### config.mk
export PLATFORM = sky130hd
export DESIGN_NAME = sshit_queue
export DESIGN_NICKNAME = d
export VERILOG_FILES = /design/src/sv/sshit_pkg.sv /design/src/sv/sshit_queue.sv
export SDC_FILE = /design/constraint.sdc
export NUM_CORES = 1
export LEC_CHECK = 0
export BUFFER_PORTS_ARGS = -buffer_cell sky130_fd_sc_hd__buf_2
export CORE_MARGIN = 2
export CORE_UTILIZATION = 50
export DETAILED_ROUTE_END_ITERATION = 8
export HOLD_SLACK_MARGIN = 0.02
export PLACE_DENSITY = 0.7
export SETUP_SLACK_MARGIN = 0.02
export SLEW_MARGIN = 20
export SYNTH_ARGS = -nofsm -noshare
export SYNTH_HDL_FRONTEND = slang
export SYNTH_SLANG_ARGS = --single-unit
### constraint.sdc
create_clock -name clk_i -period 13.6 [get_ports clk_i]
set_input_delay 0.68 -clock clk_i [delete_from_list [all_inputs] [get_ports clk_i]]
set_output_delay 0.68 -clock clk_i [all_outputs]
set_load 0.02 [all_outputs]
### src/sv/sshit_pkg.sv
// Shared types and fixed widths for the segment/sphere hit test core.
// Depends on nothing; every other file imports it.
package sshit_pkg;

  localparam int unsigned CW  = 32;  // coordinate width
  localparam int unsigned MW  = 32;  // magnitude of a coordinate difference
  localparam int unsigned PW  = 64;  // product of two magnitudes
  localparam int unsigned SW  = 66;  // sum of three products
  localparam int unsigned TQ  = 32;  // fraction bits of the projection
  localparam int unsigned TW  = 33;  // projection including the value one
  localparam int unsigned MTW = 65;  // magnitude times projection
  localparam int unsigned RW  = 31;  // radius width
  localparam int unsigned R2W = 62;  // squared radius width
  localparam int unsigned LW  = 33;  // root width
  localparam int unsigned OQ  = 31;  // quotient bits of the offset
  localparam int unsigned NW  = 63;  // offset numerator width

  typedef struct packed {
    logic signed [CW-1:0] seg_a_x;
    logic signed [CW-1:0] seg_a_y;
    logic signed [CW-1:0] seg_a_z;
    logic signed [CW-1:0] seg_b_x;
    logic signed [CW-1:0] seg_b_y;
    logic signed [CW-1:0] seg_b_z;
    logic signed [CW-1:0] center_x;
    logic signed [CW-1:0] center_y;
    logic signed [CW-1:0] center_z;
    logic [RW-1:0]        radius;
  } seg_in_t;

  typedef struct packed {
    logic                 hit;
    logic signed [CW-1:0] hit_x;
    logic signed [CW-1:0] hit_y;
    logic signed [CW-1:0] hit_z;
  } seg_out_t;

  typedef struct packed {
    logic [2:0][CW-1:0] a;
    logic [2:0][CW-1:0] c;
    logic [2:0][MW-1:0] dmag;
    logic [2:0]         dneg;
    logic [2:0][MW-1:0] wmag;
    logic [2:0]         wneg;
    logic [RW-1:0]      rad;
  } qitem_t;

  typedef struct packed {
    logic [2:0][CW-1:0] a;
    logic [2:0][CW-1:0] c;
    logic [2:0][MW-1:0] dmag;
    logic [2:0]         dneg;
    logic [R2W-1:0]     r2;
  } geo_t;

  typedef struct packed {
    geo_t          g;
    logic [SW-1:0] len2;
    logic [SW-1:0] rem;
    logic [TQ-1:0] q;
    logic          lez;
    logic          full;
  } tdiv_t;

  typedef struct packed {
    logic [2:0][CW-1:0] p;
    logic [2:0][MW-1:0] dmag;
    logic [2:0]         dneg;
  } pt_t;

  typedef struct packed {
    logic [2:0][NW-1:0] rem;
    logic [2:0][OQ-1:0] q;
    logic [LW-1:0]      len;
    logic [2:0][CW-1:0] p;
    logic [2:0]         dneg;
    logic               hit;
  } odiv_t;

endpackage

### src/sv/sshit_queue.sv
// Short queue between front and back end; the back end drains it every cycle.
// Depends on sshit_pkg.
module sshit_queue import sshit_pkg::*; #(
  parameter int unsigned Depth = 4
) (
  input  logic   clk_i,
  input  logic   rst_ni,
  input  logic   push_i,
  input  qitem_t item_i,
  output logic   full_o,
  output logic   item_valid_o,
  output qitem_t item_o
);

  localparam int unsigned PtrW = (Depth > 1) ? $clog2(Depth) : 1;
  localparam int unsigned CntW = $clog2(Depth + 1);

  qitem_t          mem_q [Depth];
  logic [PtrW-1:0] wptr_q, wptr_d, rptr_q, rptr_d;
  logic [CntW-1:0] cnt_q, cnt_d;
  logic            pop;
  logic            vld_q;
  qitem_t          rdata_q;

  assign pop    = (cnt_q != '0);
  assign full_o = (cnt_q == CntW'(Depth));

  always_comb begin
    wptr_d = wptr_q;
    rptr_d = rptr_q;
    cnt_d  = cnt_q;
    if (push_i) begin
      wptr_d = (wptr_q == PtrW'(Depth - 1)) ? '0 : wptr_q + 1'b1;
    end
    if (pop) begin
      rptr_d = (rptr_q == PtrW'(Depth - 1)) ? '0 : rptr_q + 1'b1;
    end
    if (push_i && !pop) begin
      cnt_d = cnt_q + 1'b1;
    end else if (!push_i && pop) begin
      cnt_d = cnt_q - 1'b1;
    end
  end

  always_ff @(posedge clk_i or negedge rst_ni) begin
    if (!rst_ni) begin
      wptr_q <= '0;
      rptr_q <= '0;
      cnt_q  <= '0;
      vld_q  <= 1'b0;
    end else begin
      wptr_q <= wptr_d;
      rptr_q <= rptr_d;
      cnt_q  <= cnt_d;
      vld_q  <= pop;
    end
  end

  always_ff @(posedge clk_i) begin
    if (push_i) begin
      mem_q[wptr_q] <= item_i;
    end
    if (pop) begin
      rdata_q <= mem_q[rptr_q];
    end
  end

  assign item_valid_o = vld_q;
  assign item_o       = rdata_q;

endmodule

== Word level (Yosys, flattened, before mapping) ==
Memories as Yosys holds them, arrays and structs flattened. A register that Yosys moved wholly into a read port is not among the register bits.
Index checks and enable logic that the tools add are counted.

* Bits in registers: 8
* Bits in latches: 0
* Bits in writable memories: 1684
* ROM bits: 0
* Input port bits: 424
* Output and inout bits: 423
* Logic and storage cells: 24
* Memories: 1

{| class="wikitable"
|+ Memories
! memory !! depth !! width !! read ports !! clocked after memory_dff !! write ports !! RTL line !! text
|-
| mem_q || 4 || 421 || 1 || 1 || 1 || sshit_queue.sv:18 || <nowiki>qitem_t mem_q [Depth];</nowiki>
|}

* Add/sub/neg operators: 4
* $mul: 0
* Divide/modulo/power cells: 0
* $lt $le $gt $ge: 0
* Equality and inequality tests: 3
* Shift operators: 0
* Muxes and demuxes: 6
* Bitwise logic cells: 0
* Reductions and logical operators: 6

{| class="wikitable"
|+ Operators with widths
! kind !! count
|-
| 3-bit 2-to-1 mux || 2
|-
| 2-bit by 1-bit adder with 2-bit output (second input constant) || 2
|-
| 2-bit == test (second input constant) || 2
|-
| 2-bit 2-to-1 mux || 2
|-
| 3-bit by 1-bit adder with 3-bit output (second input constant) || 1
|-
| 3-bit == test (second input constant) || 1
|-
| 3-bit nonzero test || 1
|-
| 3-bit by 1-bit subtractor with 3-bit output (second input constant) || 1
|-
| 1-bit logical AND || 2
|-
| 1-bit zero test || 2
|-
| 1-bit 2-to-1 mux || 2
|-
| 2-bit nonzero test || 1
|}

== Longest topological paths before layout ==
* Word-level depth: 4
* Mapped depth: 5
* Gate-level depth less buffers: 5

== Least setup slack after synthesis ==
No wires, ideal clock.

* Kind: input to register
* From: input port push_i
* To: memory mem_q[1][0] (netlist bit) (enable)
* Setup time: 0.837 ns
* Arrival time: 10.143 ns
* Data required time: 12.763 ns
* Path slack: 2.620 ns
* Cell stages on the path: 1
* Buffers on the path: 0
* Cells stage by stage: and2_1

* Word-level cells in the longest chain between the ends: 2

{| class="wikitable"
|+ RTL lines
! item !! RTL line !! text
|-
| start, declared || sshit_queue.sv:8 || <nowiki>input logic push_i,</nowiki>
|-
| 1-bit 2-to-1 mux || sshit_queue.sv:60 || <nowiki>if (push_i) begin</nowiki>
|-
| 1-bit 2-to-1 mux (not written as such) || sshit_queue.sv:61 || <nowiki>mem_q[wptr_q] <= item_i;</nowiki>
|-
| end, declared || sshit_queue.sv:18 ||
|}

Every way passes these cells.

== Worst setup path after layout ==
* From: register cnt_q[0]
* To: register item_o[362] (netlist name)

* Word-level cells in the longest chain between the ends: 1

{| class="wikitable"
|+ RTL lines
! item !! RTL line !! text
|-
| start, declared || sshit_queue.sv:20 || <nowiki>logic [CntW-1:0] cnt_q, cnt_d;</nowiki>
|-
| start signal, assigned || sshit_queue.sv:54 || <nowiki>cnt_q <= cnt_d;</nowiki>
|-
| 3-bit nonzero test || sshit_queue.sv:25 || <nowiki>assign pop = (cnt_q != '0);</nowiki>
|-
| named net pop || sshit_queue.sv:21 || <nowiki>logic pop;</nowiki>
|}

The timed path passes the listed nets, and every way through them passes these cells.
A chain may end at the register's enable or synchronous reset.

==> results.yml <==
status:
  status: "complete, no violations"
cts:
  clk-insertion-delay-late_ns: 0.79
  clock-sinks: 2113
  cts_setup_buffers: 0
  numCtsBuffers: 200
  clockBufferDepth: 3
  clk_pin_slew_ns: 0.06
  cts_hold_buffers: 1
  post_cts_resized: 0
  cts-root-buf: "clkbuf_16"
  htreeDepth: 4
  tritoncts: "done"
job:
  drv_cap: 0
worst_setup_path:
  cp_num_buf_inv: 3
  r2r-start: "cnt_q[0]"
  cp_slowest_cell: "buf_4"
  arrival_ns: 4.22
  startpoint: "cnt_q[0]"
  r2r_slack_ns: 9.73
  worst_setup_path_start_kind: "flip-flop"
  cp_data_required_time_ns: 13.96
  critical_path_peak_fanout: 107
  critPathCaptureType: "flip-flop"
  path_class: "flip-flop to flip-flop"
  timing.critical_path.mode_cell: "buf_4"
  critPathMaxStageDelay_ns: 0.93
  cp_top_family: "buffers and inverters"
  path_cells: "nor3_1 -> inv_8 -> buf_4 -> buf_4"
sta:
  rsz0062_at_grt: "false"
  tightest_slew_ns: 1.224
  finalClockSkew_ns: 0.05411
  finalSetupViolCount: 0
  final.setup.tns_ns: 0
  slew_viol_final: 0
  hold_slack_ns: 0.1003
  finalHoldViolations: 0
  clock.fmax_mhz: 258.6
  max_slew_margin: 0.1840
  period_share: 0.2843
  period_needed_ns: 3.866
global_route:
  grt.overflow.total: 0
  grt_pass1_wl_um: 220000
  track_usage: 0.1994
  grt_max_degree: 144
  grt_pass1_vias: 32950
  antenna_found_initial: 76
power:
  p_int_mw: 14.06
  vdd_drop_max_mv: 0.1941
  swShare: 0.2919
  power_frac_seq: 0.487
  post-layout-total-power_mw: 19.85
  p_leak_nw: 29.32
  cellPowerDensity_nw_per_um2: 229.1
  share_comb_of_total_power: 0.245
  power.share.clock: 0.269
  switchingPower_mw: 5.794
synthesis:
  synth_area_um2: 73840
  synth_nets: 3089
  synth_cells: 2659
  synth.avg_cell_area_um2: 27.77
  yosysSeqAreaShare: 0.8587
  ys_types: 20
  yosys_warnings: 0
  synth-seq-cells: 2113
cells_and_area:
  drive_above_1_share: 0.4142
  utilization: 0.5890
  nets: 4076
  area_delta_synth_final_pct: 17.35
routing:
  drtIter0Drc: 2228
  wl_per_cell_um: 26.36
  ant_nets: 0
  viasPerCell: 5.503
  drt_wl_total_um: 151800
  drc: 0
  via_count: 31693
  firstDrtPassIters: 5
min_path:
  worstHoldStart: "item_i[343]"
  min_path_type: "input port to flip-flop"
floorplanning:
  start_util: 0.5019
  core_area_um2: 147100
  die_area_um2: 150800
  chipWidth_um: 388.3
  rows: 141
  io_pins: 847
  chipHeight_um: 388.3
place:
  gp_congestion: 0.7655
  io_buffers: 846
  dp_hpwl_um: 90940
final timing paths:
check,endpoint,cells past startpoint
max in group asynchronous,rptr_q[1],2
min reg2reg,cnt_q[2],1
min,mem_q[0][343],1
max reg2reg,item_o[362],4
max,item_o[362],4
min in group asynchronous,cnt_q[1],2
Yosys cell counts (all sizes together):
library cell	instances	area, µm²
a21o	2	15.01
and2	4	25.02
buf	87	698.2
clkbuf	7	26.28
dfrtp	8	200.2
edfxtp	2105	63210
ha	6	75.07
inv	4	15.01
mux2	1	11.26
mux4	421	9482
nand2	1	3.750
nand3	1	5.000
nor2	1	3.750
nor3	2	10.01
nor3b	1	7.510
o21ai	3	15.01
or3	1	6.260
xnor2	2	17.52
xor2	2	17.52
per-layer routing:
metal,share of wire,up-vias,global-route usage
met5,0.0026,-,0
met4,0.034,60,0.07068
met3,0.080,335,0.05990
met2,0.51,1202,0.3312
met1,0.37,16559,0.2507
li1,-,13537,-
kinds of logic after synthesis:
group                      after synthesis  synth area share
DFF                                   2113            0.8587
muxes                                  422            0.1286
buffers and inverters                   98           0.01001
and+or+nand+nor                         11         0.0008301
adders and majority gates                6          0.001017
AOI/OAI and AO/OA                        5         0.0004065
xor gates and xnor gates                 4         0.0004745
through the flow:
stage	worst slack [ns]	area, µm²	instances
finish	9.734	86660	5759
global route	9.557	86630	5750
CTS	9.758	86540	5733
detailed placement	9.745	80190	5371
global placement	9.750	80180	5371
floorplan	2.620	73840	2659
state kept, by name (all words and copies together) (netlist names):
name          count
wptr_q            2
cnt_q             3
mem_q          1684
item_valid_o      1
rptr_q            2
item_o          421
layout by cell type (no fill, tap or decap), types with 2 or more instances in the layout:
cell        instances
edfxtp_1         2105
buf_2             846
mux4_2            421
clkbuf_16         201
clkinv_1           49
clkbuf_1           43
clkinv_2           31
diode_2            24
bufinv_16          18
buf_4              16
buf_12             13
ha_1                6
clkinvlp_4          6
dfrtp_1             6
and2_4              4
clkinv_8            4
clkinv_16           4
inv_1               3
o21ai_0             3
inv_6               3
nor3_1              2
a21o_1              2
xor2_1              2
xnor2_1             2
clkinv_4            2
buf_16              2
dfrtp_4             2
power groups by stage:
stage	sequential, mW	clock (mW)	combinational, mW
CTS	9.68	5.46	4.95
global placement	9.75	0	4.88
detailed placement	9.79	0	4.93
finish	9.66	5.33	4.86
global route	9.78	5.70	5.14
floorplan	11.0	0	2.47
layout make-up:
type / instances / area [µm²]
Clock inverter: 117 / 1154
Multi-Input combinational cell: 448 / 9704
Tap cell: 1930 / 2415
Fill cell: 10209 / 60480
Timing Repair Buffer: 879 / 4691
Inverter: 4 / 22.52
Antenna cell: 24 / 60.06
Sequential cell: 2113 / 63420
Clock buffer: 244 / 5191
(Power assumes the default switching activity.)
