`src/sv/sshit_pkg.sv`:
```
// Shared types and fixed widths for the segment/sphere hit test core.
// Depends on nothing; every other file imports it.
package sshit_pkg;

  localparam int unsigned CW  = 32;  // coordinate width
  localparam int unsigned MW  = 32;  // magnitude of a coordinate difference
  localparam int unsigned PW  = 64;  // product of two magnitudes
  localparam int unsigned SW  = 66;  // sum of three products
  localparam int unsigned TQ  = 32;  // fraction bits of the projection
  localparam int unsigned TW  = 33;  // projection including the value one
  localparam int unsigned MTW = 65;  // magnitude times projection
  localparam int unsigned RW  = 31;  // radius width
  localparam int unsigned R2W = 62;  // squared radius width
  localparam int unsigned LW  = 33;  // root width
  localparam int unsigned OQ  = 31;  // quotient bits of the offset
  localparam int unsigned NW  = 63;  // offset numerator width

  typedef struct packed {
    logic signed [CW-1:0] seg_a_x;
    logic signed [CW-1:0] seg_a_y;
    logic signed [CW-1:0] seg_a_z;
    logic signed [CW-1:0] seg_b_x;
    logic signed [CW-1:0] seg_b_y;
    logic signed [CW-1:0] seg_b_z;
    logic signed [CW-1:0] center_x;
    logic signed [CW-1:0] center_y;
    logic signed [CW-1:0] center_z;
    logic [RW-1:0]        radius;
  } seg_in_t;

  typedef struct packed {
    logic                 hit;
    logic signed [CW-1:0] hit_x;
    logic signed [CW-1:0] hit_y;
    logic signed [CW-1:0] hit_z;
  } seg_out_t;

  typedef struct packed {
    logic [2:0][CW-1:0] a;
    logic [2:0][CW-1:0] c;
    logic [2:0][MW-1:0] dmag;
    logic [2:0]         dneg;
    logic [2:0][MW-1:0] wmag;
    logic [2:0]         wneg;
    logic [RW-1:0]      rad;
  } qitem_t;

  typedef struct packed {
    logic [2:0][CW-1:0] a;
    logic [2:0][CW-1:0] c;
    logic [2:0][MW-1:0] dmag;
    logic [2:0]         dneg;
    logic [R2W-1:0]     r2;
  } geo_t;

  typedef struct packed {
    geo_t          g;
    logic [SW-1:0] len2;
    logic [SW-1:0] rem;
    logic [TQ-1:0] q;
    logic          lez;
    logic          full;
  } tdiv_t;

  typedef struct packed {
    logic [2:0][CW-1:0] p;
    logic [2:0][MW-1:0] dmag;
    logic [2:0]         dneg;
  } pt_t;

  typedef struct packed {
    logic [2:0][NW-1:0] rem;
    logic [2:0][OQ-1:0] q;
    logic [LW-1:0]      len;
    logic [2:0][CW-1:0] p;
    logic [2:0]         dneg;
    logic               hit;
  } odiv_t;

endpackage

```
`src/sv/sshit_front.sv`:
```
// Front end: accepts a transaction and splits it into differences and signs.
// Depends on sshit_pkg.
module sshit_front import sshit_pkg::*; (
  input  logic    start_i,
  input  logic    q_full_i,
  input  seg_in_t req_i,
  output logic    busy_o,
  output logic    push_o,
  output qitem_t  item_o
);

  logic [2:0][CW-1:0] a, b, c;
  logic [CW:0]        d [3];
  logic [CW:0]        w [3];

  assign busy_o = q_full_i;
  assign push_o = start_i & ~q_full_i;

  always_comb begin
    a[0] = req_i.seg_a_x;
    a[1] = req_i.seg_a_y;
    a[2] = req_i.seg_a_z;
    b[0] = req_i.seg_b_x;
    b[1] = req_i.seg_b_y;
    b[2] = req_i.seg_b_z;
    c[0] = req_i.center_x;
    c[1] = req_i.center_y;
    c[2] = req_i.center_z;
    item_o.a   = a;
    item_o.c   = c;
    item_o.rad = req_i.radius;
    for (int i = 0; i < 3; i++) begin
      d[i] = {b[i][CW-1], b[i]} - {a[i][CW-1], a[i]};
      w[i] = {c[i][CW-1], c[i]} - {a[i][CW-1], a[i]};
      item_o.dneg[i] = d[i][CW];
      item_o.wneg[i] = w[i][CW];
      item_o.dmag[i] = d[i][CW] ? MW'(-d[i]) : d[i][MW-1:0];
      item_o.wmag[i] = w[i][CW] ? MW'(-w[i]) : w[i][MW-1:0];
    end
  end

endmodule

```
`config.mk`:
```
export PLATFORM = sky130hd
export DESIGN_NAME = sshit_front
export DESIGN_NICKNAME = d
export VERILOG_FILES = /design/src/sv/sshit_pkg.sv /design/src/sv/sshit_front.sv
export SDC_FILE = /design/constraint.sdc
export NUM_CORES = 1
export LEC_CHECK = 0
export BUFFER_PORTS_ARGS = -buffer_cell sky130_fd_sc_hd__buf_2
export CAP_MARGIN = 30
export CORE_AREA = 2 2 286 288
export DETAILED_ROUTE_END_ITERATION = 10
export DIE_AREA = 0 0 288 290
export PLACE_DENSITY = 0.53
export RECOVER_POWER = 100
export SYNTH_ARGS = -nofsm -noshare
export SYNTH_HDL_FRONTEND = slang
export SYNTH_SLANG_ARGS = --single-unit
```
`constraint.sdc`:
```
create_clock -name vclk -period 4.9
set_clock_uncertainty 0.15 [all_clocks]
set_input_delay 0 -clock vclk [all_inputs]
set_output_delay 0 -clock vclk [all_outputs]
set_load 0.1 [all_outputs]
```
**Word-level counts from Yosys, hierarchy flattened**

Cells that the tools add are included.
W data, S select, Z words.

- $add $sub $neg: 12
- Multiplexer cells: 6
- Bitwise logic cells: 2

Operators with widths:

| cell | number |
|---|---|
| $sub A32 B32 Y33 | 6 |
| $mux W32 | 6 |
| $neg A32 Y32 | 6 |
| $and A1 B1 Y1 | 1 |
| $not A1 Y1 | 1 |

- Register bits: 0
- Bits of input ports: 321
- Output and inout bits: 423
- Word-level logic and storage cells: 20

**Longest topological paths before layout**

Gate-level depths: netlist (run 1).

- Word-level depth: 3
- Mapped depth: 16
- Depth with buffers taken out: 14

**Worst setup path after synthesis (run 1)**

OpenSTA, ideal clock, no wires.

- Kind: input port to output port
- Start point: in req_i[191] (netlist bit)
- End point: out item_o[134] (netlist bit)
- Data arrival time: 5458 ps
- Data required time: 4750 ps
- Setup slack: -708 ps
- Cell stages on the path: 14
- Path buffers: 1
- Path through: inv_1 ha_1 fa_1 nand2b_1 a21oi_1 o21a_1 o31ai_1 a22oi_1 a221oi_1 nand2b_1 a41oi_1 inv_1 clkbuf_1 o21ai_0

RTL lines:

| what | RTL line | RTL |
|---|---|---|
| start, declared | sshit_front.sv:6 | `input seg_in_t req_i,` |
| end, declared | sshit_front.sv:9 | `output qitem_t item_o` |

==> results of run 1 <==
report_power, final:
part / leakage (nW) / switching, mW / internal, mW / total [mW]
Sequential: 0 / 0 / 0 / 0
Clock: 0.0000190 / 0 / 0.0000000823 / 0.0000000823
Combinational: 9.52 / 7.22 / 1.80 / 9.01
layout make-up:
type	instances	area, um^2	share of cell area, %
Tap cell	1060	1330	6.09
Inverter	166	623	2.86
Multi-Input combinational cell	2277	15900	72.9
Antenna cell	3	7.51	0.0344
Timing Repair Buffer	746	3940	18.1
critical path, stage by stage:
cell and delay (ns):
buf_2 0.09, inv_1 0.06, ha_1 0.33, nor2b_1 0.18
o31ai_1 0.59, a21oi_1 0.27, o21ai_0 0.30, a211oi_1 0.15
o41a_1 0.42, a21o_1 0.21, o21a_1 0.24, inv_1 0.30
clkbuf_1 0.38, clkbuf_1 0.92
cells by family (layout without fill, tap and decap cells):
group / Yosys count / in the layout
fa+ha+maj: 204 / 204
xor+xnor: 289 / 289
other cells: 0 / 3
buf+inv: 493 / 912
compound gates: 878 / 878
simple gates: 888 / 888
mux: 18 / 18
cell usage in the layout (no fill, tap or decap), types with 34 or more instances in the layout:
cell type / Yosys / layout
buf_2: 9 / 296
clkbuf_1: 91 / 257
a21oi_1: 216 / 216
nand2_1: 211 / 211
nor2_1: 203 / 203
ha_1: 198 / 198
o21ai_0: 189 / 184
xnor2_1: 200 / 179
inv_1: 164 / 164
clkbuf_2: 0 / 106
xor2_1: 89 / 88
nor3_1: 84 / 84
a21o_1: 69 / 69
nand3_1: 58 / 58
o21a_1: 53 / 53
nand4_1: 40 / 40
a211oi_1: 40 / 40
or3_1: 39 / 39
o31ai_1: 39 / 39
nor2b_1: 35 / 35
and2_1: 34 / 34
routing by layer:
metal | track usage [%] | vias up | part of all wire [%]
met5 | 0 | - | 0.031
met4 | 3.05 | 4 | 1.5
met3 | 1.40 | 56 | 5.1
met2 | 34.5 | 817 | 50
met1 | 24.5 | 10400 | 44
li1 | - | 10800 | -
through the flow:
step / instance area, um^2 / setup WS (ns) / cells / total power [mW] / hold WS [ns]
2_1_floorplan: 18600 / 0.0515 / 2770 / 7.32 / 0.0615
4_1_cts: 22600 / 0.325 / 4249 / 9.42 / 0.234
3_5_place_dp: 22300 / 0.355 / 4218 / 9.27 / -0.149
3_3_place_gp: 22300 / 0.317 / 4218 / 9.29 / -0.149
5_1_grt: 21800 / 0.0445 / 4252 / 9.37 / 0.448
6_report: 21800 / 0.293 / 4252 / 9.01 / 0.443
what timing repair did:
item / 4_1_cts / 5_1_grt
setup endpoints to repair: 0 / 1
setup buffers: 0 / 0
hold endpoints to repair: 31 / 0
hold buffers: 31 / 0
gates resized for setup: 0 / 1
final timing paths:
path / start / end / slack (ns) / cells past startpoint
worst max-delay path: req_i[257] / item_o[32] / 0.29 / 14
worst min-delay path: q_full_i / busy_o / 0.44 / 2
==> impl_results.md, run 1 <==
- Die Height: 290 um
- Via count: 22.0k
- All-Layer GR Usage: 18.9%
- FF+latch count: 0
- Worst min path class: primary input to primary output
- Die width: 288 um
- Leading area contributor after synthesis: ha_1
- Post-synthesis xor/xnor area fraction: 13.7%
- Port Buf Inserts: 682
- Initial antenna violation count: 6
- Gr ovfl total: 0
- Most numerous cell in the Yosys netlist: buf_4
- Drt pass-1 iters: 5
- Seq/Total Area, Yosys: 0%
- Worst Path Max Fanout: 14
- Yosys cell types: 94
- Remaining DRCs: 0
- Core area: 0.0802 mm^2
- Vias per cell: 5.18
- Unrepaired setup endpoints after global routing: false
- Post-synth top area share: 13.4%
- Mux cell area share after synthesis: 1.04%
- Area Growth Syn to Fin: 18.3%
- Row cnt: 104
- Crit path time final: 4.61 ns
- Post-Synth Adder-Cell Area: 14.1%
- Fmax: 217 MHz
- WL final: 86100 um
- Initial drt markers: 1410
- Total Neg Setup Slack: 0 ns
- Netlist Area Pre-Place: 0.0184 mm^2
- Synthesized area per cell: 6.65 um^2
- # fillers: 9151
- Crit Path Category: primary input to primary output
- Clock Buffer Count: 0
- Number of setup violations in the final report: 0
- Relative slew margins: 8.63%
- I/O pins: 744
- Worst setup SP type: primary input
- First-pass GRT wire length: 124000 um
- Most frequent cells after synthesis: 224 x buf_4, 216 x a21oi_1, 211 x nand2_1, 203 x nor2_1, 200 x xnor2_1
- Worst Path Arrival: 4.46 ns
- Largest family of logic cells by synthesized area: compound AO/OA/AOI/OAI gates
- Largest cells by area after synthesis: ha_1 13%, xnor2_1 9.5%, buf_4 9.1%
- Per-cell routed wire length: 20.2 um
- PwrDens: 414 mW/mm^2
- Leak Pwr: 9.52 nW
- Remaining antenna violation count after routing: 0
- Max-cap violations: 0
- Syn Nets: 3295
- Outcome: finished, final reports clean
- Largest net degree at the start of global routing: 23
- Register area: 0 um^2
- Routability congestion estimate: 0.948
- Final Max Slew Viols: 0
- Number of global-route vias before repair: 20.1k
- Final net count: 3716
- Synth warnings: 0
- Max IR drop VDD: 0.000556 V
- DP Wirelength: 76200 um
- Tcrit/Tclk final: 94.0%
- Initial Util: 23.0%
- Post-synthesis compound-gate area fraction: 31.8%
- Endpoints failing hold: 0
- Slew @ Worst Pin: 1.38 ns
- Req. time, crit path: 4.75 ns
- Die area: 0.0835 mm^2
- Post-Synth Simple-Gate Area: 24.7%
- Post-Synthesis Cells: 2770
- CP Capture Type: primary output
- Layout cells sized above 1: 17.1%
- Fin util: 27.2%
Note: power is estimated with default switching activity, not from simulation.
==> inputs of run 2 (changes only) <==
- CORE_AREA: 2 2 286 288 -> 2 2 288 290
- DIE_AREA: 0 0 288 290 -> 0 0 290 292
- PLACE_DENSITY: 0.53 -> 0.52
- clock period: 4.9 -> 4.5 ns (I/O delays scaled with it)
==> run 2 against run 1 <==
Net effect:
- highest routed layer is now met4
- critical path type unchanged
- wire length decreased by 7.7%
- total power is 15% higher
- core utilization increased by 0.96 points
- via count decreased by 0.88%
==> impl_results.md, run 2 (same netlist as run 1, synthesis figures left out) <==
- Final net count: 3743 (+0.73%)
- Endpoints failing hold: 0 (unchanged)
- Worst Path Arrival: 4.15 ns (-0.31 ns)
- Gr ovfl total: 0 (unchanged)
- Layout cells sized above 1: 20.9% (+3.7 points)
- Initial drt markers: 1151 (-18%)
- Clock Buffer Count: 0 (unchanged)
- Max-cap violations: 0 (unchanged)
- Worst Path Max Fanout: 4 (-10)
- Worst path max stage delay: 0.53 ns (-0.39 ns)
- CP Capture Type: primary output
- DP Cell Count: 4252 (+0.81%)
- PwrDens: 451 mW/mm^2 (+9.0%)
- Initial antenna violation count: 2 (-4)
- Top delay family on crit path: simple AND/OR/NAND/NOR gates
- CP max-delay cell: or4_1
- I/O pins: 744 (unchanged)
- Via count: 21.8k (-0.88%)
- Worst setup SP type: primary input
- Critical path, cell by cell: buf_2 > inv_1 > ha_1 > fa_1 > nor2b_1 > o31a_2 > o21ai_0 > a221o_1 > or4_1 > or3_4 > nand3b_4 > or3_4 > o31ai_4 > xnor2_1 > clkbuf_4
- Largest net degree at the start of global routing: 29 (+26%)
- Outcome: finished, final reports clean
- Remaining antenna violation count after routing: 0 (unchanged)
- Final Max Slew Viols: 0 (unchanged)
- DP Wirelength: 69900 um (-8.3%)
- Initial Util: 22.6% (-0.40 points)
- Drt pass-1 iters: 5 (unchanged)
- All-Layer GR Usage: 17.4% (-1.5 points)
- Vias per cell: 5.09 (-1.7%)
- FF+latch count: 0 (unchanged)
- Slew @ Worst Pin: 1.32 ns (-0.0577 ns)
- Routability congestion estimate: 0.934 (-1.5%)
- Port Buf Inserts: 682 (unchanged)
- Core area: 0.0816 mm^2 (+1.8%)
- CP Depth: 15 (+1)
- Relative slew margins: 12.5% (+3.8 points)
- Max IR drop VDD: 0.000397 V (-29%)
- WL final: 79500 um (-7.7%)
- Fin util: 28.1% (+0.96 points)
- Die Height: 292 um (+0.69%)
- # fillers: 9137 (-0.15%)
- CP dominant cell by count: or3_4
- Die width: 290 um (+0.69%)
- Crit path time final: 4.30 ns
- Fmax: 232 MHz
- Area Growth Syn to Fin: 24.7%
- Area occupied by multi-input gates: 0.0162 mm^2 (+1.7%)
- Finished Layout Cells: 4288 (+0.85%)
- Per-cell routed wire length: 18.5 um (-8.4%)
- Number of setup violations in the final report: 0 (unchanged)
- Die area: 0.0847 mm^2 (+1.4%)
- Commonest non-fill, non-tap cell in the layout: buf_2
- Critical path destination: item_o[96]
- Unrepaired setup endpoints after global routing: false
- Worst setup startpoint: req_i[63]
- Worst min path class: primary input to primary output
- Crit Path Category: primary input to primary output
- Commonest non-fill, non-tap cells in the layout: 303 x buf_2, 215 x a21oi_1, 211 x nand2_1
- Remaining DRCs: 0 (unchanged)
- Req. time, crit path: 4.35 ns (-0.40 ns)
- Number of global-route vias before repair: 20.8k (+3.6%)
- Row cnt: 105 (+0.96%)
- Buffers & Inverters on Critical Path: 3 (-2)
- Leak Pwr: 10.1 nW (+5.6%)
- Tcrit/Tclk final: 95.6%
- First-pass GRT wire length: 119000 um (-3.7%)
- Register area: 0 um^2 (unchanged)
run 2: cell count changes in the layout (fill, tap and decap cells not counted), sizes merged:
| cell | change |
|---|---|
| diode | -1 |
| buf | +73 |
| clkbuf | -39 |
| dlymetal6s2s | -7 |
run 2: worst min-delay path by stage:
stage	cells past startpoint	startpoint	endpoint
2_1_floorplan	1	q_full_i	busy_o
3_3_place_gp	0	req_i[30]	item_o[30]
3_5_place_dp	0	req_i[30]	item_o[30]
4_1_cts	2	q_full_i	busy_o
5_1_grt	2	req_i[269]	item_o[371]
6_report	2	q_full_i	busy_o
run 2: power breakdown:
part	switching, mW	total (mW)	internal [mW]
combinational	7.89	10.3	2.46
clock	0	0.0000000594	0.0000000594
sequential	0	0	0
total	7.89	10.3	2.46
run 2: repair_timing:
action	CTS	global route
hold endpoints to repair	31	0
setup endpoints to repair	1	19
buffers inserted	0	3
pin swaps	0	2
hold buffers	31	0
gates resized for setup	1	16
run 2: layer usage:
metal	vias up	track usage, %	part of all wire, %
li1	10800	-	-
met1	10200	22.4	44
met2	712	31.7	49
met3	67	1.55	4.9
met4	0	3.09	2.1
met5	-	0	0
run 2: metrics by stage:
stage / hold slack [ns] / worst slack (ns) / setup TNS [ns] / instance area [um^2] / total power [mW]
2_1_floorplan: 0.0615 / -0.0929 / -0.0929 / 18800 / 8.04
3_3_place_gp: -0.149 / 0.0243 / 0 / 24300 / 11.4
3_5_place_dp: -0.149 / -0.00627 / -0.00627 / 24300 / 11.4
4_1_cts: 0.234 / 0.0667 / 0 / 24600 / 11.5
5_1_grt: 0.448 / 0.00801 / 0 / 23000 / 10.8
6_report: 0.443 / 0.197 / 0 / 23000 / 10.3
run 2: final cells by class:
class                           count  area share (%)
Tap cell                         1070            5.83
Inverter                          166            2.71
Multi-Input combinational cell   2277            70.4
Timing Repair Buffer              773            21.0
Antenna cell                        2          0.0218
==> inputs of run 3 (changes only) <==
- ABC_AREA: not set -> 1
- PLACE_DENSITY: 0.52 -> 0.59
==> run 3 against run 2 <==
Net effect:
- sequential cell count did not move
- critical path depth increased by 7
- maximum frequency grew 8.2%
- sequential share of layout area unchanged
- area after synthesis increased by 26%
- largest cell class unchanged
- setup slack improved by 0.33 ns
- critical path type unchanged
==> impl_results.md, run 3 <==
- Total Neg Setup Slack: 0 ns (unchanged)
- Post-DP Area: 0.0262 mm^2 (+7.7%)
- Post-synth top area share: 31.0% (+18 points)
- Netlist Area Pre-Place: 0.0232 mm^2 (+26%)
- Layout cells sized above 1: 8.69% (-12 points)
- Routability congestion estimate: 1.00 (+7.5%)
- Initial antenna violation count: 5 (+3)
- Port Buf Inserts: 682 (unchanged)
- Largest cells by area after synthesis: nand2_1 31%, inv_1 17%, ha_1 11%
- Commonest non-fill, non-tap cells in the layout: 1919 x nand2_1, 1073 x inv_1, 439 x nor2_1
- Finished Layout Cells: 6370 (+49%)
- Most numerous cell in the Yosys netlist: nand2_1
- Crit path time final: 3.98 ns (-0.326 ns)
- Vias per cell: 4.59 (-9.7%)
- Remaining DRCs: 0 (unchanged)
- WL final: 97500 um (+23%)
- Fmax: 251 MHz (+8.2%)
- Post-route cell area: 0.0261 mm^2 (+14%)
- Die area: 0.0847 mm^2 (unchanged)
- Worst min path class: primary input to primary output
- Hold Slack: 0.443 ns (-0.0000850 ns)
- Largest net degree at the start of global routing: 29 (unchanged)
- Leading area contributor after synthesis: nand2_1
- Drt pass-1 iters: 8 (+3)
- Leak Pwr: 16.7 nW (+66%)
- Endpoints failing hold: 0 (unchanged)
- PostCTS Resize Cnt: 0 (-1)
- Number of global-route vias before repair: 26.9k (+29%)
- Hold path depth: 2 (unchanged)
- First-pass GRT wire length: 147000 um (+23%)
- All-Layer GR Usage: 21.6% (+4.2 points)
- Area Growth Syn to Fin: 12.4%
- Synth warnings: 0 (unchanged)
- Per-cell routed wire length: 15.3 um (-17%)
- CP Capture Type: primary output
- Clock Buffer Count: 0 (unchanged)
- Max-cap violations: 0 (unchanged)
- Worst path max stage delay: 0.88 ns (+0.35 ns)
- PwrDens: 384 mW/mm^2 (-15%)
- Req. time, crit path: 4.35 ns (about the same)
- Die width: 290 um (unchanged)
- Commonest non-fill, non-tap cell in the layout: nand2_1
- Die Height: 292 um (unchanged)
- Final Power: 10.0 mW (-3.2%)
- Number of setup violations in the final report: 0 (unchanged)
- Remaining antenna violation count after routing: 0 (unchanged)
- Worst Path Arrival: 3.83 ns (-0.32 ns)
- Tcrit/Tclk final: 88.4% (-7.3 points)
- Crit Path Category: primary input to primary output
- Initial Util: 28.4% (+5.9 points)
- Initial drt markers: 1904 (+65%)
- Syn Nets: 5348 (+62%)
- Critical path, cell by cell: buf_2 > inv_1 > ha_1 > fa_1 > inv_1 > nand2_1 > nand2_1 > nand3_1 > nand2_1 > nand2_1 > nand2_1 > nand2_1 > nand2_1 > inv_1 > nor2_1 > nand4_1 > nor2_1 > nand2_1 > nand3_1 > nand2_1 > inv_1 > clkbuf_1
- FF+latch count: 0 (unchanged)
- Worst Path Max Fanout: 3 (-1)
- Row cnt: 105 (unchanged)
- Final net count: 5823 (+56%)
- Unrepaired setup endpoints after global routing: false
- Setup bufs post-CTS: 0 (unchanged)
- Slew @ Worst Pin: 1.40 ns (+0.0779 ns)
- Max IR drop VDD: 0.000529 V (+33%)
- Synthesized area per cell: 4.81 um^2 (-28%)
- Core area: 0.0816 mm^2 (unchanged)
- DP Cell Count: 6335 (+49%)
- Outcome: finished, final reports clean
- Via count: 29.2k (+34%)
- Gr ovfl total: 0 (unchanged)
- Post-Synthesis Cells: 4823 (+74%)
- Yosys cell types: 42 (-55%)
- CP max-delay cell: clkbuf_1
- I/O pins: 744 (unchanged)
- Register area: 0 um^2 (unchanged)
- DP Wirelength: 88300 um (+26%)
- CP dominant cell by count: nand2_1
- Seq/Total Area, Yosys: 0% (unchanged)
- Relative slew margins: 7.29% (-5.2 points)
- Worst setup SP type: primary input
- Most frequent cells after synthesis: 1918 x nand2_1, 1072 x inv_1, 439 x nor2_1, 316 x nand3_1, 228 x buf_4
- Final Max Slew Viols: 0 (unchanged)
run 3: where the power goes:
group / total [mW] / internal (mW) / switching (mW)
logic: 10.0 / 1.61 / 8.41
registers: 0 / 0 / 0
clock network: 0.000000120 / 0.000000120 / 0
run 3: routing by layer:
layer	track usage [%]	vias to the layer above	part of all wire, %
met4	5.92	0	3.0
met5	0	-	0
li1	-	15200	-
met2	39.2	964	48
met1	27.7	13000	45
met3	1.10	131	4.5
run 3: area by class of cell:
cell class / instances / area (um^2)
well taps: 1070 / 1340
repair buffers: 715 / 3330
fillers: 9745 / 55500
multi-input cells: 3495 / 17300
inverters: 1086 / 4080
diodes: 4 / 10.0
run 3: per-stage QoR:
step / utilization, % / worst slack (ns)
after global placement: 32.1 / 0.876
after floorplan: - / 0.277
after global routing: 32.0 / 0.293
after detailed placement: 32.1 / 0.810
final: 32.0 / 0.523
after CTS: 32.4 / 0.798
run 3: cell families (layout without fill, tap and decap cells):
kind of cell / after synthesis / count (layout) / share of synthesized area [%]
compound gates: 209 / 209 / 5.09
xor+xnor: 181 / 181 / 6.98
fa+ha+maj: 204 / 204 / 11.2
buf+inv: 1328 / 1801 / 25.3
other cells: 0 / 4 / 0
simple gates: 2901 / 2901 / 51.4
run 3: worst paths after layout:
kind,startpoint,end,slack [ns]
worst max-delay path,req_i[63],item_o[94],0.52
worst min-delay path,req_i[257],item_o[359],0.44
run 3: worst max-delay path: cells and delay by family:
kind                       cells  cell delay [ns]
and+or+nand+nor               14             1.89
buffers and inverters          6             1.25
adders and majority gates      2             0.67
run 3: what timing repair did:
item | in CTS | in global routing
setup endpoints to repair | 0 | 0
hold endpoints to repair | 31 | 0
hold buffers | 31 | 0
